### src/hw/rtl/tpe_pkg.sv
// ----------------------------------------------------------------------------
// tpe_pkg: shared types and constants of the table product exponential
// Factor table, e and 1/e in Q2.62, and the handshake structs between the
// sequencer, the shared multiplier and the top level.
// ----------------------------------------------------------------------------
package tpe_pkg;

  localparam int TABLE_LEN_DEF = 25;
  localparam int MAX_ITERS_DEF = 32;
  localparam int ROM_DEPTH     = 32;
  localparam int CFG_W         = 6;

  typedef logic [63:0] word_t;
  typedef logic [ROM_DEPTH-1:0][63:0] factor_table_t;

  localparam word_t Q62_ONE  = 64'h4000_0000_0000_0000;
  localparam word_t WEIGHT0  = 64'h8000_0000_0000_0000;
  // floor(x / 3) = (x * RECIP3) >> 65 for any 64-bit x
  localparam word_t RECIP3   = 64'hAAAA_AAAA_AAAA_AAAB;
  localparam logic [CFG_W-1:0] ITER_RESET = 6'd24;

  typedef struct packed {
    logic  start;
    word_t a;
    word_t b;
  } mul_req_t;

  typedef struct packed {
    logic         done;
    logic [127:0] prod;
  } mul_rsp_t;

  typedef struct packed {
    logic start;
    logic take;
  } seq_ctl_t;

  typedef struct packed {
    logic idle;
    logic done;
  } seq_sts_t;

  // truncating division by a small constant, elaboration only
  function automatic word_t div_const(input word_t v, input int k);
    case (k)
      1:  div_const = v;
      2:  div_const = v / 64'd2;
      3:  div_const = v / 64'd3;
      4:  div_const = v / 64'd4;
      5:  div_const = v / 64'd5;
      6:  div_const = v / 64'd6;
      7:  div_const = v / 64'd7;
      8:  div_const = v / 64'd8;
      9:  div_const = v / 64'd9;
      10: div_const = v / 64'd10;
      11: div_const = v / 64'd11;
      12: div_const = v / 64'd12;
      13: div_const = v / 64'd13;
      14: div_const = v / 64'd14;
      15: div_const = v / 64'd15;
      16: div_const = v / 64'd16;
      17: div_const = v / 64'd17;
      18: div_const = v / 64'd18;
      19: div_const = v / 64'd19;
      20: div_const = v / 64'd20;
      21: div_const = v / 64'd21;
      22: div_const = v / 64'd22;
      23: div_const = v / 64'd23;
      24: div_const = v / 64'd24;
      25: div_const = v / 64'd25;
      26: div_const = v / 64'd26;
      27: div_const = v / 64'd27;
      28: div_const = v / 64'd28;
      29: div_const = v / 64'd29;
      30: div_const = v / 64'd30;
      31: div_const = v / 64'd31;
      32: div_const = v / 64'd32;
      33: div_const = v / 64'd33;
      34: div_const = v / 64'd34;
      35: div_const = v / 64'd35;
      36: div_const = v / 64'd36;
      37: div_const = v / 64'd37;
      38: div_const = v / 64'd38;
      39: div_const = v / 64'd39;
      40: div_const = v / 64'd40;
      default: div_const = '0;
    endcase
  endfunction

  // entry i: truncated series of e^(2^-(i+1)), stops at the first zero term
  function automatic factor_table_t build_factors();
    factor_table_t tbl;
    word_t         term;
    word_t         sum;
    logic          stop;
    for (int idx = 0; idx < ROM_DEPTH; idx++) begin
      sum  = Q62_ONE;
      term = Q62_ONE;
      stop = 1'b0;
      for (int k = 1; k <= 64; k++) begin
        if (!stop) begin
          term = div_const(term >> (idx + 1), k);
          if (term == '0) stop = 1'b1;
          else sum = sum + term;
        end
      end
      tbl[idx] = sum;
    end
    return tbl;
  endfunction

  // e, or 1/e from the alternating sums of the same terms
  function automatic word_t exp_series(input logic inverse);
    word_t term;
    word_t e_sum;
    word_t pos_sum;
    word_t neg_sum;
    term    = Q62_ONE;
    e_sum   = Q62_ONE;
    pos_sum = Q62_ONE;
    neg_sum = '0;
    for (int k = 1; k <= 40; k++) begin
      term  = div_const(term, k);
      e_sum = e_sum + term;
      if (k % 2 == 1) neg_sum = neg_sum + term;
      else pos_sum = pos_sum + term;
    end
    return inverse ? (pos_sum - neg_sum) : e_sum;
  endfunction

  localparam factor_table_t FACTORS   = build_factors();
  localparam word_t         E_Q62     = exp_series(1'b0);
  localparam word_t         INV_E_Q62 = exp_series(1'b1);

endpackage

### src/hw/rtl/tpe_mul.sv
// ----------------------------------------------------------------------------
// tpe_mul: shared 64x64 multiplier
// Full 128-bit product from four 32x32 partial products, one per cycle,
// each registered before it is added into the accumulator.
// ----------------------------------------------------------------------------
module tpe_mul (
  input  logic              clk,
  input  logic              rst,
  input  tpe_pkg::mul_req_t req,
  output tpe_pkg::mul_rsp_t rsp
);
  import tpe_pkg::*;

  localparam logic [2:0] PH_LAST = 3'd4;

  logic         busy;
  logic         done;
  logic [2:0]   ph;
  word_t        a_r;
  word_t        b_r;
  logic [63:0]  pp;
  logic [127:0] acc;
  logic [31:0]  a_half;
  logic [31:0]  b_half;
  logic [127:0] pp_shifted;

  always_comb begin
    a_half = ph[1] ? a_r[63:32] : a_r[31:0];
    b_half = ph[0] ? b_r[63:32] : b_r[31:0];
    // weight of the partial product taken in the previous phase
    unique case (ph)
      3'd1:    pp_shifted = {64'b0, pp};
      3'd2,
      3'd3:    pp_shifted = {32'b0, pp, 32'b0};
      3'd4:    pp_shifted = {pp, 64'b0};
      default: pp_shifted = '0;
    endcase
  end

  always_ff @(posedge clk) begin
    if (rst) begin
      busy <= 1'b0;
      done <= 1'b0;
      ph   <= '0;
    end else begin
      done <= busy && (ph == PH_LAST);
      if (req.start) begin
        busy <= 1'b1;
        ph   <= '0;
      end else if (busy) begin
        ph <= ph + 3'd1;
        if (ph == PH_LAST) busy <= 1'b0;
      end
    end
  end

  always_ff @(posedge clk) begin
    if (req.start) begin
      a_r <= req.a;
      b_r <= req.b;
      acc <= '0;
    end else if (busy) begin
      pp  <= 64'(a_half) * 64'(b_half);
      acc <= acc + pp_shifted;
    end
  end

  assign rsp.done = done;
  assign rsp.prod = acc;

endmodule

### src/hw/rtl/tpe_seq.sv
// ----------------------------------------------------------------------------
// tpe_seq: sequencer of the table product exponential
// Walks the fraction weights, the Taylor residual and the integer powers of
// e, issuing every multiplication to the shared multiplier.
// ----------------------------------------------------------------------------
module tpe_seq #(
  parameter int TABLE_LEN = tpe_pkg::TABLE_LEN_DEF,
  parameter int MAX_ITERS = tpe_pkg::MAX_ITERS_DEF
) (
  input  logic                            clk,
  input  logic                            rst,
  input  tpe_pkg::seq_ctl_t               ctl,
  input  logic signed [31:0]              x_value,
  input  logic [tpe_pkg::CFG_W-1:0]       iteration_count,
  output tpe_pkg::seq_sts_t               sts,
  output tpe_pkg::word_t                  exp_value,
  output logic                            saturated
);
  import tpe_pkg::*;

  localparam int IW = $clog2(MAX_ITERS + 1);
  localparam int RW = $clog2(ROM_DEPTH);

  localparam logic [3:0] S_IDLE  = 4'd0;
  localparam logic [3:0] S_STEP  = 4'd1;
  localparam logic [3:0] S_WMUL  = 4'd2;
  localparam logic [3:0] S_DIV3  = 4'd3;
  localparam logic [3:0] S_RES1  = 4'd4;
  localparam logic [3:0] S_RES2  = 4'd5;
  localparam logic [3:0] S_RES3  = 4'd6;
  localparam logic [3:0] S_RES4  = 4'd7;
  localparam logic [3:0] S_EXP   = 4'd8;
  localparam logic [3:0] S_EWAIT = 4'd9;
  localparam logic [3:0] S_DONE  = 4'd10;

  logic [3:0]    state;
  word_t         z;
  word_t         fx;
  word_t         ai;
  word_t         weight;
  logic [IW-1:0] i;
  logic [IW-1:0] n_lim;
  logic [5:0]    cnt;
  logic          pos;
  logic          sat;

  mul_req_t req;
  mul_rsp_t rsp;
  word_t    zq;
  word_t    q62;
  logic     over;
  word_t    ai_cur;
  logic     take_w;
  logic     x_pos;

  tpe_mul u_mul (
    .clk (clk),
    .rst (rst),
    .req (req),
    .rsp (rsp)
  );

  always_comb begin
    zq     = z >> 2;
    q62    = rsp.prod[125:62];
    over   = |rsp.prod[127:126];
    ai_cur = (int'(i) < TABLE_LEN) ? FACTORS[RW'(i)]
                                   : Q62_ONE + ((ai - Q62_ONE) >> 1);
    take_w = weight < z;
    x_pos  = !x_value[31] && (|x_value[30:26]);
    req    = '0;
    unique case (state)
      S_STEP: begin
        if (i == n_lim) begin
          req.start = 1'b1;
          req.a     = zq;
          req.b     = RECIP3;
        end else if (take_w) begin
          req.start = 1'b1;
          req.a     = fx;
          req.b     = ai_cur;
        end
      end
      S_DIV3: begin
        req.start = rsp.done;
        req.a     = {1'b0, rsp.prod[127:65]};
        req.b     = Q62_ONE + (zq >> 2);
      end
      S_RES1: begin
        req.start = rsp.done;
        req.a     = zq >> 1;
        req.b     = Q62_ONE + q62;
      end
      S_RES2: begin
        req.start = rsp.done;
        req.a     = zq;
        req.b     = Q62_ONE + q62;
      end
      S_RES3: begin
        req.start = rsp.done;
        req.a     = fx;
        req.b     = Q62_ONE + q62;
      end
      S_EXP: begin
        req.start = (cnt != '0);
        req.a     = fx;
        req.b     = pos ? E_Q62 : INV_E_Q62;
      end
      default: req = '0;
    endcase
  end

  always_ff @(posedge clk) begin
    if (rst) begin
      state <= S_IDLE;
      sat   <= 1'b0;
    end else begin
      unique case (state)
        S_IDLE: begin
          if (ctl.start) begin
            z      <= {x_value[25:0], 38'b0};
            fx     <= Q62_ONE;
            ai     <= Q62_ONE;
            weight <= WEIGHT0;
            i      <= '0;
            n_lim  <= (iteration_count > CFG_W'(MAX_ITERS)) ? IW'(MAX_ITERS)
                                                          : IW'(iteration_count);
            pos    <= x_pos;
            cnt    <= x_pos ? x_value[31:26] : 6'd0 - x_value[31:26];
            sat    <= 1'b0;
            state  <= S_STEP;
          end
        end
        S_STEP: begin
          if (i == n_lim) begin
            state <= S_DIV3;
          end else begin
            ai     <= ai_cur;
            weight <= weight >> 1;
            i      <= i + 1'b1;
            if (take_w) begin
              z     <= z - weight;
              state <= S_WMUL;
            end
          end
        end
        S_WMUL: begin
          if (rsp.done) begin
            fx    <= q62;
            state <= S_STEP;
          end
        end
        S_DIV3: if (rsp.done) state <= S_RES1;
        S_RES1: if (rsp.done) state <= S_RES2;
        S_RES2: if (rsp.done) state <= S_RES3;
        S_RES3: if (rsp.done) state <= S_RES4;
        S_RES4: begin
          if (rsp.done) begin
            fx    <= pos ? (q62 >> 22) : q62;
            state <= S_EXP;
          end
        end
        S_EXP: begin
          if (cnt == '0) begin
            if (!pos) fx <= fx >> 22;
            state <= S_DONE;
          end else begin
            state <= S_EWAIT;
          end
        end
        S_EWAIT: begin
          if (rsp.done) begin
            if (pos && over) begin
              sat <= 1'b1;
              fx  <= '1;
              cnt <= '0;
            end else begin
              fx  <= q62;
              cnt <= cnt - 6'd1;
            end
            state <= S_EXP;
          end
        end
        S_DONE: if (ctl.take) state <= S_IDLE;
        default: state <= S_IDLE;
      endcase
    end
  end

  assign sts.idle  = (state == S_IDLE);
  assign sts.done  = (state == S_DONE);
  assign exp_value = fx;
  assign saturated = sat;

endmodule

### src/hw/rtl/table_product_exponential.sv
// ----------------------------------------------------------------------------
// table_product_exponential: exp(x) by a product of table factors
// Signed Q5.26 argument in, unsigned Q24.40 exp(x) out with a saturation
// flag; fraction weights, Taylor residual and powers of e on one multiplier.
//
// s_axis carries x, m_axis carries exp(x) in tdata and the saturation flag in
// tuser. cfg writes iteration_count (reset 24, values above MAX_ITERS act as
// MAX_ITERS); write it only while the block is idle. cfg_ready is always high.
// One item at a time: s_axis_tready is high only while the sequencer is idle.
// Every multiplication goes through the shared 64x64 multiplier as four 32x32
// partial products. The result sits in an output register: a new transfer is
// accepted while it waits, and the sequencer holds its next result until
// m_axis_tready frees it. Reset clears the handshakes and restores
// iteration_count; no other pass.
// ----------------------------------------------------------------------------
module table_product_exponential #(
  parameter int TABLE_LEN = tpe_pkg::TABLE_LEN_DEF,
  parameter int MAX_ITERS = tpe_pkg::MAX_ITERS_DEF
) (
  input  logic                      clk,
  input  logic                      rst,
  input  logic                      cfg_valid,
  output logic                      cfg_ready,
  input  logic [tpe_pkg::CFG_W-1:0] cfg_data,       // iteration_count
  input  logic                      s_axis_tvalid,
  output logic                      s_axis_tready,
  input  logic signed [31:0]        s_axis_tdata,   // x_value
  output logic                      m_axis_tvalid,
  input  logic                      m_axis_tready,
  output logic [63:0]               m_axis_tdata,   // exp_value
  output logic                      m_axis_tuser    // saturated
);
  import tpe_pkg::*;

  logic [CFG_W-1:0] iteration_count;
  seq_ctl_t         seq_ctl;
  seq_sts_t         seq_sts;
  word_t            seq_exp;
  logic             seq_sat;

  assign cfg_ready = 1'b1;

  always_ff @(posedge clk) begin
    if (rst) begin
      iteration_count <= ITER_RESET;
    end else if (cfg_valid && cfg_ready) begin
      iteration_count <= cfg_data;
    end
  end

  assign s_axis_tready = seq_sts.idle;
  assign seq_ctl.start = s_axis_tvalid && s_axis_tready;
  assign seq_ctl.take  = seq_sts.done && (!m_axis_tvalid || m_axis_tready);

  tpe_seq #(
    .TABLE_LEN (TABLE_LEN),
    .MAX_ITERS (MAX_ITERS)
  ) u_seq (
    .clk             (clk),
    .rst             (rst),
    .ctl             (seq_ctl),
    .x_value         (s_axis_tdata),
    .iteration_count (iteration_count),
    .sts             (seq_sts),
    .exp_value       (seq_exp),
    .saturated       (seq_sat)
  );

  always_ff @(posedge clk) begin
    if (rst) begin
      m_axis_tvalid <= 1'b0;
    end else if (seq_ctl.take) begin
      m_axis_tvalid <= 1'b1;
    end else if (m_axis_tready) begin
      m_axis_tvalid <= 1'b0;
    end
  end

  always_ff @(posedge clk) begin
    if (seq_ctl.take) begin
      m_axis_tdata <= seq_exp;
      m_axis_tuser <= seq_sat;
    end
  end

  // a transfer in starts the sequencer, which drops ready the next cycle
  a_busy_after_start: assert property (@(posedge clk) disable iff (rst)
    seq_ctl.start |=> !s_axis_tready)
    else $error("sequencer still idle after an input transfer");

  a_sat_all_ones: assert property (@(posedge clk) disable iff (rst)
    m_axis_tvalid && m_axis_tuser |-> &m_axis_tdata)
    else $error("saturated result is not clamped to all ones");

  a_idle_after_take: assert property (@(posedge clk) disable iff (rst)
    seq_ctl.take |=> s_axis_tready)
    else $error("sequencer not idle after handing over its result");

  a_take_needs_room: assert property (@(posedge clk) disable iff (rst)
    seq_ctl.take |-> seq_sts.done && !(m_axis_tvalid && !m_axis_tready))
    else $error("result handed over into a full output register");

endmodule

### config.mk
export PLATFORM = sky130hd
export DESIGN_NAME = table_product_exponential
export DESIGN_NICKNAME = d
export VERILOG_FILES = /design/src/hw/rtl/tpe_pkg.sv /design/src/hw/rtl/tpe_mul.sv /design/src/hw/rtl/tpe_seq.sv /design/src/hw/rtl/table_product_exponential.sv
export SDC_FILE = /design/constraint.sdc
export NUM_CORES = 2
export LEC_CHECK = 0
export ABC_AREA = 1
export BUFFER_PORTS_ARGS = -buffer_cell sky130_fd_sc_hd__buf_2
export CAP_MARGIN = 40
export CORE_ASPECT_RATIO = 0.8
export CORE_MARGIN = 2
export CORE_UTILIZATION = 50
export CTS_CLUSTER_SIZE = 30
export DETAILED_ROUTE_END_ITERATION = 6
export PLACE_DENSITY = 0.66
export SYNTH_ARGS = -nofsm -noshare
export SYNTH_HDL_FRONTEND = slang
export SYNTH_SLANG_ARGS = --single-unit
### constraint.sdc
create_clock -name clk -period 11.4 [get_ports clk]
set_input_delay 1.71 -clock clk [delete_from_list [all_inputs] [get_ports clk]]
set_output_delay 1.71 -clock clk [all_outputs]
set_load 0.02 [all_outputs]
==> key figures <==
Timing
  • Final Hold Vio Count: 0
  • Final hold slack: 459 ps
  • Slack of the critical path: 2390 ps
  • Final TNS setup: 0 ps
  • Tcrit/Tclk final: 79.0%
  • Min Tclk post-route: 9010 ps
  • Layout Skew: 93.4 ps
  • Setup violators final: 0
  • Max_slew headroom: 32.3%
  • Pin slew with the least headroom to its limit: 1020 ps
  • Max Clk Rate: 111 MHz
  • Unrepaired setup endpoints after global routing: false
  • Final Slew Violations: 0

Floorplanning
  • Die area: 171000 sq um
  • Initial Utilization: 50.3%
  • Core Box Area: 166000 sq um
  • FP Rows: 134
  • # IOs: 111
  • DIE WIDTH: 461 microns
  • Die Span Y: 370 microns

Placement
  • IO Port Bufs: 109
  • Pre-CTS setup slack: 2670 ps
  • Placed wire-length estimate: 310000 microns
  • RD Place Congestion: 1.09

Routing
  • Detailed Routing Iterations Pass 1: 7
  • DR iter-0 viols: 11700
  • Post-route DRC: 13
  • DR WL/cell: 27.3 microns
  • DRT Wirelength: 380000 microns
  • ANT nets after route: 0
  • Vias: 80900
  • Vias per cell: 5.81

Synth
  • Post-synth design cell area: 83700 sq um
  • Ys async rst share: 0%
  • Syn. warnings: 0
  • Area contributors post-synth: fa_1, edfxtp_1, nand2_1
  • Synth unique cells: 54
  • Most common cell in the synthesized netlist: nand2_1
  • Mean Syn Cell Area: 7.22 sq um
  • Cells after Synth: 11600
  • Synth top area share: 21.5%
  • Main flop type after synthesis: edfxtp_1
  • Post-synth top cells: nand2_1, inv_1, nor2_1
  • Sequential share of the synthesized area: 24.0%
  • Yosys top cell by area: fa_1
  • Post-synthesis net count: 13000
  • Post-synthesis register bit count: 738
  • EDFF count, synth: 531

Critical path
  • Most used cell, CP: fa_1
  • Critical path endpoint category: flip-flop
  • Setup CP Type: reg2reg
  • Crit path from: u_seq.u_mul.ph[0]
  • Reg-to-reg critical path startpoint: u_seq.u_mul.ph[0]
  • WP data required: 11800 ps
  • Largest fanout on the critical path: 35
  • Crit-path slowest cell: buf_4
  • Startpoint Class: flip-flop
  • End of the worst register-to-register path: u_seq.u_mul.pp[50]
  • Critical Path Max Stage Delay: 600 ps
  • Critical Path End: u_seq.u_mul.pp[50]
  • Crit path DAT: 9410 ps
  • Reg2reg path depth: 25
  • R2R Setup Slk: 2390 ps

Cells and area
  • Multi-input gate area: 53300 sq um
  • Layout cells sized above 1: 5.16%
  • Synthesis-to-layout area growth: 8.01%
  • Register area: 20100 sq um
  • Nets: 13000
  • Util after Layout: 54.3%
  • Fillers: 16300

Clock tree
  • CTS Buf Count: 84
  • # hold bufs at CTS: 0
  • Clock Pin Slew Worst Setup and Hold Paths: 60 ps
  • Clock tree buffer depth: 3
  • Clock root cell: clkbuf_16
  • Num Clock Sinks: 738
  • Post-cts resize count: 0
  • CTS tree: done
  • # Post-CTS Setup Buffers: 0
  • Htree depth: 3
  • Clock Latency Late Sink: 750 ps

Global routing
  • Initial antenna violation count: 29
  • Largest net degree at the start of global routing: 72
  • Total GRT Usage: 44.0%
  • First-pass GRT wire length: 536000 microns
  • Vias in the first global route: 77100
  • Overflow after GRT: 0

Min path
  • Worst hold path class: reg2reg

Run status
  • Failing checks: DRC
  • Status: complete, but fails checks

Flow run
  • Max Cap Viol: 0
-- cells by family (layout without fill, tap and decap cells) --
kind of cell,after synthesis,count (layout),share of synthesized area [%]
AOI/OAI and AO/OA,1256,1256,8.60
xor gates and xnor gates,85,85,0.889
adders and majority gates,1373,1373,28.6
buffers and inverters,2810,2895,12.7
DFF,738,738,24.0
other,1,7,0.00448
and+or+nand+nor,5326,5326,25.2
-- worst max-delay path, delay by kind of cell, from the launching register on --
family | cells | cell delay, ps
fa+ha+maj | 9 | 4460
compound gates | 5 | 1640
buf+inv | 7 | 1590
simple gates | 3 | 420
flops | 1 | 330
xor+xnor | 1 | 170
-- cell type report --
class	count	area share [%]
Antenna cell	6	0.0166
Clock buffer	103	2.52
Clock inverter	53	0.623
Inverter	2462	10.2
Multi-Input combinational cell	8041	58.9
Sequential cell	738	22.2
Tap cell	2244	3.10
Timing Repair Buffer	277	2.37
-- cell usage in the layout, fill, tap and decap left out, types with 39 or more instances in the layout --
master / count
fa_1: 898
ha_1: 475
clkinv_1: 39
nand3_1: 319
xor2_1: 65
o21bai_1: 39
o22ai_1: 73
nand2_1: 3053
buf_4: 144
nand4_1: 71
o221ai_1: 41
a221oi_1: 63
edfxtp_1: 531
o21ai_2: 56
inv_1: 2423
dfxtp_1: 204
or2_2: 85
buf_2: 109
nor2_1: 1662
clkbuf_16: 87
a21oi_1: 504
o21ai_0: 346
nor3_1: 60
-- routing by layer --
layer	vias to the layer above	part of all wire [%]	wire [microns]	track usage, %
li1	35500	-	-	-
met1	38600	40	151000	60.3
met2	5632	39	149000	60.8
met3	1136	14	54100	15.2
met4	14	6.7	25600	23.3
met5	-	0.048	183	0.392
-- worst min-delay path by stage --
stage	slack, ps	to	start	cells after the start
3_3_place_gp	450	m_axis_tuser	u_seq.saturated	0
5_1_grt	480	m_axis_tdata[18]	u_seq.exp_value[18]	0
3_5_place_dp	440	m_axis_tdata[18]	u_seq.exp_value[18]	0
6_report	460	m_axis_tdata[18]	u_seq.exp_value[18]	0
2_1_floorplan	410	m_axis_tuser	u_seq.saturated	0
4_1_cts	450	m_axis_tdata[18]	u_seq.exp_value[18]	0
-- state kept, by name, summed over array words and instances, names as in the netlist, 3 cells and up, named ones only --
register and cells:
u_seq.state 4, u_seq.i 6, u_seq.u_mul.a_r 64, u_seq.u_mul.acc 128, u_seq.u_mul.b_r 64, m_axis_tdata 64
iteration_count 6, u_seq.weight 64, u_seq.u_mul.pp 64, u_seq.exp_value 64, u_seq.z 64, u_seq.cnt 6
u_seq.ai 63, u_seq.u_mul.ph 3, u_seq.n_lim 6
-- stage by stage --
stage,instances,instance area [sq um]
2_1_floorplan,11600,83700
3_3_place_gp,13700,87100
3_5_place_dp,13800,87600
4_1_cts,13900,90400
5_1_grt,13900,90400
6_report,13900,90400
Power is not shown: default switching activity piles up to over one toggle a cycle in this logic, so the estimate is an artifact.
